## config.mk

```make
export PLATFORM = sky130hd
export DESIGN_NAME = ohp_mul
export DESIGN_NICKNAME = d
export VERILOG_FILES = /design/src/hw/rtl/ohp_pkg.sv /design/src/hw/rtl/ohp_mul.sv
export SDC_FILE = /design/constraint.sdc
export NUM_CORES = 2
export LEC_CHECK = 0
export BUFFER_PORTS_ARGS = -buffer_cell sky130_fd_sc_hd__buf_2
export CELL_PAD_IN_SITES_DETAIL_PLACEMENT = 0
export CELL_PAD_IN_SITES_GLOBAL_PLACEMENT = 2
export CORE_ASPECT_RATIO = 2
export CORE_MARGIN = 2
export CORE_UTILIZATION = 43
export CTS_CLUSTER_DIAMETER = 120
export DETAILED_ROUTE_END_ITERATION = 10
export GPL_TIMING_DRIVEN = 1
export HOLD_SLACK_MARGIN = 0.08
export PLACE_DENSITY = 0.88
export SYNTH_ARGS = -nofsm -noshare
export SYNTH_HDL_FRONTEND = slang
export SYNTH_SLANG_ARGS = --single-unit
```

## constraint.sdc

```tcl
create_clock -name aclk -period 12.9 [get_ports aclk]
set_clock_uncertainty 0.05 [all_clocks]
set_input_delay 2.58 -clock aclk [delete_from_list [all_inputs] [get_ports aclk]]
set_output_delay 2.58 -clock aclk [all_outputs]
set_load 0.1 [all_outputs]
```

## src/hw/rtl/ohp_pkg.sv

```systemverilog
package ohp_pkg;

    // Register indexes on the configuration channel.
    localparam logic [2:0] REG_PUMP_REF   = 3'd0;
    localparam logic [2:0] REG_RES_REF    = 3'd1;
    localparam logic [2:0] REG_HEATER_RES = 3'd2;
    localparam logic [2:0] REG_POWER_LIM  = 3'd3;
    localparam logic [2:0] REG_PWM_PERIOD = 3'd4;
    localparam logic [2:0] REG_PROP_GAIN  = 3'd5;
    localparam logic [2:0] REG_INT_GAIN   = 3'd6;
    localparam logic [2:0] REG_DERIV_GAIN = 3'd7;

    // Battery divider scale (36.3 V full scale) in Q16.
    localparam logic [24:0] BAT_SCALE_Q16 = 25'd23789568;
    localparam logic [21:0] UB_RESET_Q16  = 22'd1966080;
    localparam logic [21:0] UB_MIN_Q16    = 22'd65536;
    localparam logic [21:0] UB_MAX_Q16    = 22'd4194303;
    localparam logic [19:0] I_MAX_Q16     = 20'd786432;
    localparam logic [13:0] TEMP_BASE_Q4  = 14'd12560;
    localparam logic [17:0] TEMP_K_Q20    = 18'd143088;

    // Reciprocal of 100 scaled by 2^35, applied to the numerator shifted right by 3.
    localparam logic [31:0] RECIP_100     = 32'd343597383;

    localparam int DIV_NUM_W = 64;
    localparam int DIV_DEN_W = 48;
    localparam int MUL_W     = 33;

    typedef struct packed {
        logic [15:0] heater_compare;
        logic [14:0] power_cmd;
        logic [14:0] sensor_temp;
        logic [13:0] battery_volts;
        logic [20:0] pump_delta;
        logic [20:0] resistance_delta;
    } ohp_result_t;

endpackage

```

## src/hw/rtl/ohp_mul.sv

```systemverilog
module ohp_mul (
    input  logic                                 aclk,
    input  logic signed [ohp_pkg::MUL_W-1:0]     op_a,
    input  logic signed [ohp_pkg::MUL_W-1:0]     op_b,
    output logic signed [2*ohp_pkg::MUL_W-1:0]   prod
);
    import ohp_pkg::*;

    logic signed [2*MUL_W-1:0] prod_reg;

    always_ff @(posedge aclk) begin
        prod_reg <= op_a * op_b;
    end

    assign prod = prod_reg;

endmodule

```

# [Word-level counts from Yosys, hierarchy flattened]
# Index checks and enable logic that the tools add are counted.
# W data, S select, Z words.
[classes] bitwise=0 shift=0 n_eq_ne=0 magnitude_cmp=0 n_reduce_logical=0 muxes=0 n_addsub=0 div_mod_pow=0 mul=1
[ops] cell="$mul A33 B33 Y66" n=1
[totals] mem_bits_ro=0 latch_bits=0 n_memories=0 ram_bits=0 reg_bits=66 elab_cells=2

# [Depth between registers and ports, before layout]
[logic_depth] word_depth=1 ltp_mapped=27 mapped_depth_nobuf=26

# [Least setup slack after synthesis]
# Ideal clock, no wire load.
[synth_path] path_kind="input to register" from="in op_a[32] (netlist name)" to="reg prod_reg[62], in the netlist prod[62]" required_time_ps=12771 stages=23 arrival_time_ps=9737 setup_ps=79 setup_slack_ps=3034 cell_sequence="clkbuf_1 nand2_1 inv_1 fa_1 fa_1 fa_1 fa_1 fa_1 fa_1 fa_1 inv_1 fa_1 inv_1 ha_1 clkbuf_1 and3_1 nand3_1 nand2b_1 a2111oi_4 a211oi_4 a21o_2 a21o_1 a211oi_2"
[synth_between] elab_chain_len=1
[synth_lines] element="start: declaration" line_no="ohp_mul.sv:3" text="input logic signed [ohp_pkg::MUL_W-1:0] op_a,"
[synth_lines] element="$mul A33 B33 Y66" line_no="ohp_mul.sv:12" text="prod_reg <= op_a * op_b;"
[synth_lines] element="end signal: assignment" line_no="ohp_mul.sv:12"
[synth_lines] element="end: declaration" line_no="ohp_mul.sv:9" text="logic signed [2*MUL_W-1:0] prod_reg;"
# No other way between the ends.

# [Final worst setup path]
[layout_path] from="in op_b[0] (netlist name)" to="reg prod_reg[58], in the netlist prod[58]"
[layout_between] elab_chain_len=1
[layout_lines] element="start: declaration" line_no="ohp_mul.sv:4" text="input logic signed [ohp_pkg::MUL_W-1:0] op_b,"
[layout_lines] element="$mul A33 B33 Y66" line_no="ohp_mul.sv:12"
# No other way between the ends.

==> summary.md <==
| Metric | Value |
|---|---|
| TNS Setup | `0 ps` |
| Period utilization | `81.40%` |
| Hold Startpoint | `op_b[0]` |
| Worst slack, placed | `2076 ps` |
| Synth-to-Final Area Change | `4.254%` |
| Clock Tree Buf Depth | `2` |
| Worst-path clk slew | `60 ps` |
| Cell count after synthesis | `approximately 4,300` |
| CP Max Fanout | `33` |
| GP Congestion | `0.9003` |
| Post-route ant nets | `0` |
| First-pass GRT wire length | `around 190,000 um` |
| Slew HR | `a little over a fifth` |
| Die H | `439.3 um` |
| Final net count | `between 5,000 and 6,000` |
| Detail Placement HPWL | `~110,000 um` |
| Cell Area, Synth | `just over 40,000 um^2` |
| Commonest cells post-synth | `1,145 x fa_1, 1,131 x inv_1, 562 x and2_1` |
| CTS resizes | `0` |
| Global route overflow | `0` |
| Setup CP Type | `in2reg` |
| I/O pin count | `133` |
| Die width | `~220 um` |
| Setup WS post-layout | `about 2400 ps` |
| Layout cells sized above 1 | `4.695%` |
| Tot GR Track Use | `27.46%` |
| Worst-Margin Slew | `approximately 1200 ps` |
| Filler instances | `9,350` |
| Remaining DRCs | `26` |
| WL per Instance | `~23 um` |
| Initial core utilization | `a little over two fifths` |
| First DRT Iteration DRCs | `1,224` |
| Synth Area per Inst | `~9.4 um^2` |
| Compound-Gate Fraction of Synth Area | `4.067%` |
| Area of the multi-input gates | `about 34,000 um^2` |
| Hold-critical path endpoint | `prod[0]$_DFF_P_` |
| # clock sinks | `66` |
| Placement Rows | `159` |
| Status | `finished with violations` |
| Count leader, synth | `fa_1` |
| CTS buffer count | `9` |
| Adder-Cell Fraction of Synth Area | `approximately 63%` |
| Vias per cell | `5.280` |
| #FFs+latches synth | `between 60 and 70` |
| CP endpoint kind | `flip-flop` |
| Worst path arrival time | `10,720 ps` |
| Setup Fix Bufs, Post-CTS | `0` |
| Die ar. | `97,360 um^2` |
| Crit path time final | `10,500 ps` |
| Largest net degree at the start of global routing | `34` |
| Hold_buf cts | `0` |
| Vias | `29,000` |
| CTS root buf | `clkbuf_16` |
| Final hold viol count | `0` |
| Post-synth EDFFs | `0` |
| H-tree Lvls | `3` |
| CTS tree | `done` |
| Final Setup Violations | `0` |
| Total of max-cap violations | `0` |
| Number of global-route vias before repair | `between 30,000 and 40,000` |
| Post-Route Utilization | `approximately 45%` |
| Hold_ws | `approximately 2800 ps` |
| Cell variety after synth | `80` |
| Number of flip-flops in the largest register | `66` |
| Synth Flop Type | `dfxtp_1` |
| Failing checks | `DRC` |
| F_max | `~95 MHz` |
| Most area-consuming cells after synthesis | `fa_1 56%, inv_1 10%, and2_1 8.6%, ha_1 6.7%, nand2_1 5.1%` |
| XOR/XNOR Fraction of Synth Area | `1.462%` |
| RSZ-0062 raised after global routing | `false` |
| Drt pass-1 iters | `10` |
| Synth warnings | `0` |
| Depth of the worst hold-timing path | `2` |
| Seq. cell area | `approximately 1300 um^2` |
| Hold/Removal Path Class | `in2reg` |
| Dominant cell type by area after synthesis | `fa_1` |
| IO buf count | `132` |
| Post-Synth Simple-Gate Area | `between 10% and 20%` |
| Core Box Area | `around 94,000 um^2` |
| Sequential share of the synthesized area | `roughly 3.2%` |
| Final wirelength | `around 130,000 um` |
| Largest family of logic cells by synthesized area | `adder cells` |
| Synth async-reset ratio | `0%` |
| Initial antenna violation count | `7` |
| Worst EP required | `between 10,000 and 15,000 ps` |
| Mapped Nets | `around 5,800` |
| Mux contribution to synthesized area | `0%` |
| Max Slew Vio Count | `0` |
| Worst setup SP type | `primary input` |
| Yosys top cell area share | `roughly 56%` |
through the flow:
step | std cells | instance area, um^2
finish | 5493 | 42470
global placement | 5472 | 42170
global route | 5490 | 42460
CTS | 5488 | 42450
floorplan | 4338 | 40730
detailed placement | 5472 | 42170
layout make-up:
class | instances | area share [%]
tap | 1207 | 3.556
multi-input combinational | 2920 | 80.81
sequential | 66 | 3.111
clock buffer | 10 | 0.5627
antenna | 5 | 0.02946
inverter | 1131 | 9.997
clock inverter | 6 | 0.09723
timing repair buffer | 148 | 1.838
worst max-delay path, cell delays in order:
cell	delay [ps]
buf_2	500
nand2_1	180
inv_1	170
fa_1	500
fa_1	630
fa_1	650
fa_1	1260
fa_1	580
fa_1	500
fa_1	510
inv_1	50
fa_1	480
inv_1	40
ha_1	410
and3_1	190
nand3_1	130
nand2b_1	270
a2111oi_4	360
a211oi_4	90
a21oi_2	220
nor4b_2	70
a311oi_1	270
placed cells by master, fill, tap and decap left out, types with 3 or more instances in the layout:
cell type and count:
o21ai_0 25, a211o_1 6, and3_1 5, clkbuf_16 9, o31ai_4 3, nand2_1 551, ha_1 217, dfxtp_1 66
a21oi_2 3, a211oi_1 7, a211oi_2 3, a21o_1 36, or3_1 3, xor2_1 25, nand2b_1 12, buf_2 132
a31oi_1 8, o21ai_1 6, and2_1 562, a21oi_1 57, o211ai_1 4, and4_1 5, o21bai_1 11, buf_4 16
or2_2 3, diode_2 5, nand4_1 11, clkinv_2 3, fa_1 1145, nor2b_1 5, nor3_1 7, inv_1 1130
o21a_1 6, nand3_1 25, nor2_1 68, xnor2_1 43
cells by family after synthesis:
kind of cell               count (synthesis)
adders and majority gates               1362
AOI/OAI and AO/OA                        219
xor gates and xnor gates                  68
and+or+nand+nor                         1271
DFF                                       66
buffers and inverters                   1352
how the worst max path moves through the flow:
stage	from	endpoint	slack (ps)	cells past startpoint
floorplan	op_a[32]	prod[62]$_DFF_P_	3030	23
global placement	op_a[32]	prod[62]$_DFF_P_	2170	22
detailed placement	op_a[32]	prod[62]$_DFF_P_	2080	22
CTS	op_a[32]	prod[62]$_DFF_P_	2440	22
global route	op_a[32]	prod[59]$_DFF_P_	2070	21
finish	op_b[0]	prod[58]$_DFF_P_	2400	22
layer usage:
layer  part of all wire, %  GRT usage, %
met4                    13         29.04
met1                    27         23.17
met5                 0.020             0
met2                    57         53.98
met3                   2.5         1.750
Power is not shown: default switching activity piles up to over one toggle a cycle in this logic, so the estimate is an artifact.
