**config.mk**
```make
export PLATFORM = sky130hd
export DESIGN_NAME = ohp_div
export DESIGN_NICKNAME = d
export VERILOG_FILES = /design/src/hw/rtl/ohp_pkg.sv /design/src/hw/rtl/ohp_div.sv
export SDC_FILE = /design/constraint.sdc
export NUM_CORES = 1
export LEC_CHECK = 0
export BUFFER_PORTS_ARGS = -buffer_cell sky130_fd_sc_hd__buf_2
export CAP_MARGIN = 0
export CORE_ASPECT_RATIO = 1.2
export CORE_MARGIN = 8
export CORE_UTILIZATION = 51
export DETAILED_ROUTE_END_ITERATION = 10
export PLACE_DENSITY = 0.77
export SLEW_MARGIN = 20
export SYNTH_ARGS = -nofsm -noshare
export SYNTH_HDL_FRONTEND = slang
export SYNTH_SLANG_ARGS = --single-unit
```
**constraint.sdc**
```tcl
create_clock -name aclk -period 2.89 [get_ports aclk]
set_input_delay 0.289 -clock aclk [delete_from_list [all_inputs] [get_ports aclk]]
set_output_delay 0.289 -clock aclk [all_outputs]
set_load 0.02 [all_outputs]
```
**src/hw/rtl/ohp_pkg.sv**
```systemverilog
package ohp_pkg;

    // Register indexes on the configuration channel.
    localparam logic [2:0] REG_PUMP_REF   = 3'd0;
    localparam logic [2:0] REG_RES_REF    = 3'd1;
    localparam logic [2:0] REG_HEATER_RES = 3'd2;
    localparam logic [2:0] REG_POWER_LIM  = 3'd3;
    localparam logic [2:0] REG_PWM_PERIOD = 3'd4;
    localparam logic [2:0] REG_PROP_GAIN  = 3'd5;
    localparam logic [2:0] REG_INT_GAIN   = 3'd6;
    localparam logic [2:0] REG_DERIV_GAIN = 3'd7;

    // Battery divider scale (36.3 V full scale) in Q16.
    localparam logic [24:0] BAT_SCALE_Q16 = 25'd23789568;
    localparam logic [21:0] UB_RESET_Q16  = 22'd1966080;
    localparam logic [21:0] UB_MIN_Q16    = 22'd65536;
    localparam logic [21:0] UB_MAX_Q16    = 22'd4194303;
    localparam logic [19:0] I_MAX_Q16     = 20'd786432;
    localparam logic [13:0] TEMP_BASE_Q4  = 14'd12560;
    localparam logic [17:0] TEMP_K_Q20    = 18'd143088;

    // Reciprocal of 100 scaled by 2^35, applied to the numerator shifted right by 3.
    localparam logic [31:0] RECIP_100     = 32'd343597383;

    localparam int DIV_NUM_W = 64;
    localparam int DIV_DEN_W = 48;
    localparam int MUL_W     = 33;

    typedef struct packed {
        logic [15:0] heater_compare;
        logic [14:0] power_cmd;
        logic [14:0] sensor_temp;
        logic [13:0] battery_volts;
        logic [20:0] pump_delta;
        logic [20:0] resistance_delta;
    } ohp_result_t;

endpackage

```
**src/hw/rtl/ohp_div.sv**
```systemverilog
module ohp_div (
    input  logic                              aclk,
    input  logic                              aresetn,
    input  logic                              start,
    input  logic [ohp_pkg::DIV_NUM_W-1:0]     num,
    input  logic [ohp_pkg::DIV_DEN_W-1:0]     den,
    output logic                              done,
    output logic [ohp_pkg::DIV_NUM_W-1:0]     quot
);
    import ohp_pkg::*;

    logic [DIV_NUM_W-1:0] acc_reg, acc_next;
    logic [DIV_DEN_W-1:0] rem_reg, rem_next;
    logic [DIV_DEN_W-1:0] den_reg;
    logic [6:0]           cnt_reg, cnt_next;
    logic                 busy_reg, busy_next;
    logic [DIV_DEN_W:0]   trial;

    // Restoring division, one quotient bit per cycle; quotient bits
    // shift into the numerator register as its bits move into the remainder.
    always_comb begin
        acc_next  = acc_reg;
        rem_next  = rem_reg;
        cnt_next  = cnt_reg;
        busy_next = busy_reg;
        trial     = {rem_reg, acc_reg[DIV_NUM_W-1]};
        if (start) begin
            acc_next  = num;
            rem_next  = '0;
            cnt_next  = 7'(DIV_NUM_W);
            busy_next = 1'b1;
        end else if (busy_reg) begin
            if (trial >= {1'b0, den_reg}) begin
                rem_next = DIV_DEN_W'(trial - {1'b0, den_reg});
                acc_next = {acc_reg[DIV_NUM_W-2:0], 1'b1};
            end else begin
                rem_next = trial[DIV_DEN_W-1:0];
                acc_next = {acc_reg[DIV_NUM_W-2:0], 1'b0};
            end
            cnt_next = cnt_reg - 7'd1;
            if (cnt_reg == 7'd1) begin
                busy_next = 1'b0;
            end
        end
    end

    always_ff @(posedge aclk) begin
        if (!aresetn) begin
            busy_reg <= 1'b0;
            cnt_reg  <= '0;
        end else begin
            busy_reg <= busy_next;
            cnt_reg  <= cnt_next;
        end
        acc_reg <= acc_next;
        rem_reg <= rem_next;
        if (start) begin
            den_reg <= den;
        end
    end

    assign done = !busy_reg && !start;
    assign quot = acc_reg;

endmodule

```
Yosys cells after proc, flatten, opt, wreduce, memory -nomap -nowiden
Cells that the tools add are included.
{"block": "classes", "add_sub_neg": 2, "multipliers": 0, "div": 0, "magnitude_cmp": 1, "n_eq_ne": 1, "shifts": 0, "mux": 9, "bitwise": 1, "reduce_logical": 5}
{"operator": "64-bit 2-to-1 mux", "n": 2}
{"operator": "49-bit by 48-bit >= comparator with 1-bit output", "n": 1}
{"operator": "48-bit 2-to-1 mux", "n": 1}
{"operator": "48-bit subtractor", "n": 1}
{"operator": "7-bit 2-to-1 mux", "n": 2}
{"operator": "7-bit by 1-bit == test with 1-bit output, second input constant", "n": 1}
{"operator": "7-bit by 1-bit subtractor with 7-bit output, second input constant", "n": 1}
{"operator": "1-bit 2-to-1 mux", "n": 4}
{"operator": "1-bit zero test", "n": 2}
{"operator": "2-bit nonzero test", "n": 1}
{"operator": "2-bit OR reduction", "n": 1}
{"operator": "1-bit logical AND", "n": 1}
{"operator": "1-bit inverter", "n": 1}
{"block": "word_totals", "regBits": 168, "latch_bits": 0, "ramBits": 0, "mem_bits_ro": 0, "wordCells": 25, "n_memories": 0}

Depth between registers and ports, before layout
{"block": "logic_depth", "ltp_word": 4, "ltp_mapped": 14}

Least setup slack after synthesis
OpenSTA, ideal clock, no wires.
{"block": "synth_path", "kind": "register to register", "from": "register acc_reg[63], in the netlist quot[63]", "to": "register rem_reg[42]", "setup_ps": 91, "arrival_time_ps": 3188, "required_time_ps": 2799, "path_slack_ps": -389, "stages_incl_launch_ff": 14, "synth_period_minus_slack_ps": 3279, "path_cell_list": "edfxtp_1 -> inv_1 -> ha_1 -> inv_1 -> fa_1 -> a211oi_1 -> o211ai_1 -> a21oi_1 -> a21oi_1 -> o311ai_1 -> a211oi_1 -> o21a_1 -> or3_1 -> a311oi_1"}
{"block": "synth_via", "elab_chain_len": 2, "elab_cells_between_ends": 3, "classes_between": "add/sub (1); order compare (1); mux (1)"}
{"item": "from (decl)", "line_no": "ohp_div.sv:12", "text": "logic [DIV_NUM_W-1:0] acc_reg, acc_next;"}
{"item": "from (signal assigned)", "line_no": "ohp_div.sv:55", "text": "acc_reg <= acc_next;"}
{"item": "48-bit subtractor or 49-bit by 48-bit >= comparator with 1-bit output (tied branches)", "line_no": "ohp_div.sv:34, ohp_div.sv:33"}
{"item": "48-bit 2-to-1 mux *", "line_no": "ohp_div.sv:33", "text": "if (trial >= {1'b0, den_reg}) begin"}
{"item": "to (signal assigned)", "line_no": "ohp_div.sv:56", "text": "rem_reg <= rem_next;"}
{"item": "to (decl)", "line_no": "ohp_div.sv:13", "text": "logic [DIV_DEN_W-1:0] rem_reg, rem_next;"}
Every way passes the cells marked *; elsewhere a longest branch is shown, timed or not.
A chain may end at the register's enable or synchronous reset.

Worst setup path in the final report
Same ends and word-level chain as after synthesis.

==> run metrics <==
Crit path required time about 3.3 ns; P_int a little under 5000 uW; status finished with violations; ant diodes 0; pre-CTS setup slack -0.1529 ns; number of global-route vias before repair around 8,400; minimum clock period 2.981 ns; Post-CTS Hold Buffers 0; initial cell density of the core between 50% and 60%; Slew headroom roughly 62%; initial DRC count 525; core box area approximately 19,000 sq um; clk root buf clkbuf_16; Die W about 140 um; Critical Path AT between 3 and 4 ns; synthesis-to-finish area growth 28.80%; CTS tree built; Max VDD drop between 0.4 and 0.5 mV; clk sinks around 170; Max Slew Vio Count 0; largest net degree at the start of global routing 65; dpl hpwl between 15,000 and 20,000 um; Clock Power Share between 30% and 40%; ys flop type edfxtp_1; GR Util All Layers between 20% and 30%; final-report hold violation count 0; crit path capture type flip-flop; total die area around 24,000 sq um; total grt overflow 0; ys async rst share 0%; synth warn 0; chip height 167.0 um; share of layout cells above drive strength 1 about 38%; Worst Skew slightly below 0.02 ns; Startpoint Class flip-flop; register area share after synthesis between 40% and 50%; max reg flops between 60 and 70; first-pass GRT wire length ~41,000 um; Sequential Power Share about two fifths; Post-Layout Cell Count 1,438; P_sw roughly 2400 uW; vias about 8,000; Final Wtd Congestion ~0.93; PortBufs about 180; sw frac between 30 and 40%; Max Clk Rate around 0.34 GHz; Via density 5.599; PD cells about 600 nW/um^2; Post-Syn Area just under 10,000 sq um; MaxCap Viol Count 0; Gate Count Post-Synth between 900 and 1,000; routed wire length around 26,000 um; most frequent cells in the layout 178 x buf_2, 112 x edfxtp_1, 84 x buf_4; Yosys top cell by area edfxtp_1; number of flops mapped to enable cells by yosys roughly 110; Num CTS Buffers 17; top post-synthesis cells by area edfxtp_1 35%, dfxtp_1 12%, mux2_2 7.3%; Synth cell types 72; #FFs+latches synth approximately 170; DRC Markers 0; H-Tree Depth 4; dpl cells roughly 1,400; post-synthesis area per instance ~11 sq um; Fillers ~1,400; failing checks negative setup slack; initial antenna violation count 1; Combinational Power Share approximately 29%; routed len/inst between 15 and 20 um; period utilisation layout 103.1%; Max FO, Critical Path 2; most common cell after layout, fill and taps aside buf_2; Final Setup Violations 7; unrepaired setup endpoints after global routing true; Leak about 0.0055 uW; Worst Setup Slack, final -0.09063 ns; ANT nets after route 0; NumNets Final between 1,000 and 1,500; Worst Tran Pin Value roughly 0.56 ns; Min-Delay Path Class primary input to flip-flop; drt first pass iters 6; Synth top area share 34.70%; Synthesized Nets between 1,000 and 1,500; Max Root-Sink Buffers 2; Worst-path clk slew approximately 0.080 ns; Setup CP Type flip-flop to flip-flop; I/O Pins 180; row cnt 55; clk_lat worst skew roughly 0.45 ns
-- worst paths after layout --
check | from | to | slack, ns | depth (start not counted)
setup reg to reg | quot[63] | rem_reg[42] | -0.09 | 13
hold reg to reg | rem_reg[45] | rem_reg[45] | 0.47 | 2
hold / removal | den[30] | den_reg[30] | 0.02 | 1
setup / recovery | quot[63] | rem_reg[42] | -0.09 | 13
-- power groups by stage --
stage / clock, uW / sequential [uW] / combinational [uW]
final: 2260 / 2950 / 2090
after global routing: 2360 / 2970 / 2270
after CTS: 2300 / 2940 / 1940
after detailed placement: 0 / 2990 / 1870
after global placement: 0 / 2980 / 1840
after floorplan: 0 / 3080 / 1130
-- Yosys cell counts (all sizes together), types with 2 or more instances --
library cell,count
o21ai,42
nor4,6
a31o,3
and2,4
nand3b,3
or3,7
or4,2
nor2,72
o21bai,5
a21o,29
xor2,23
and4b,2
nand4,17
nand2,58
nand4b,3
ha,50
a21oi,47
and3,4
a311oi,5
nand3,9
a31oi,13
mux2,63
a41o,2
nor2b,5
o211ai,10
xnor2,21
or2,4
buf,13
mux2i,38
inv,64
nand2b,4
dfxtp,56
nor3,7
o21a,7
and3b,3
a22oi,3
edfxtp,112
a21boi,4
a211oi,42
clkbuf,38
o31a,2
-- stage by stage --
| step | total power (uW) | hold slack, ns | area [sq um] | setup TNS, ns | util, % |
|---|---|---|---|---|---|
| after global placement | 4821 | 0.4604 | 11370 | -0.8255 | 60.76 |
| after global routing | 7606 | 0.008002 | 12480 | -4.674 | 66.70 |
| after floorplan | 4209 | 0.3879 | 9721 | -0.1374 | - |
| final | 7299 | 0.01749 | 12480 | -0.2320 | 66.70 |
| after CTS | 7180 | 0.003133 | 12110 | -0.1635 | 64.72 |
| after detailed placement | 4856 | 0.4667 | 11370 | -4.134 | 60.76 |
-- routing by layer --
metal  vias up  GRT usage (%)  wire length, um
met5         -              0               10
met4         2          8.657              690
met3        46          8.696             2279
met2       279          36.46            12940
met1      3819          23.92            10460
li1       3906              -                -
-- cell type report --
class	instances	area [sq um]	share of cell area (%)
multi-input combinational	639	5052	40.47
clock inverter	15	152.6	1.223
sequential	168	4486	35.93
inverter	64	240.2	1.924
tap	256	320.3	2.566
timing repair buffer	279	1808	14.48
clock buffer	17	425.4	3.407
-- critical path, stage by stage, from the launching register on --
cell and delay, ns:
edfxtp_1 0.39, inv_1 0.08, ha_2 0.18, inv_2 0.04, fa_2 0.35, a211oi_2 0.22
o211ai_1 0.15, a21oi_2 0.20, a21oi_2 0.10, o311ai_2 0.29, a211oi_2 0.13, o21a_1 0.18
or3_1 0.34, a311oi_1 0.26
-- kinds of logic after synthesis --
kind of cell | synth area share, %
AO/OA/AOI/OAI | 15.98
AND/OR/NAND/NOR | 10.77
buffers and inverters | 5.112
XOR/XNOR | 3.976
adder cells (fa/ha/maj) | 6.661
flip-flops | 46.26
multiplexers | 11.24
-- timing repair --
item                       in CTS  in global routing
pin swaps                      16                 50
setup buffers                   7                  4
cloned                          1                  3
resized for setup              20                 64
setup endpoints to repair      47                 49
Power figures use the tool's default switching activity.
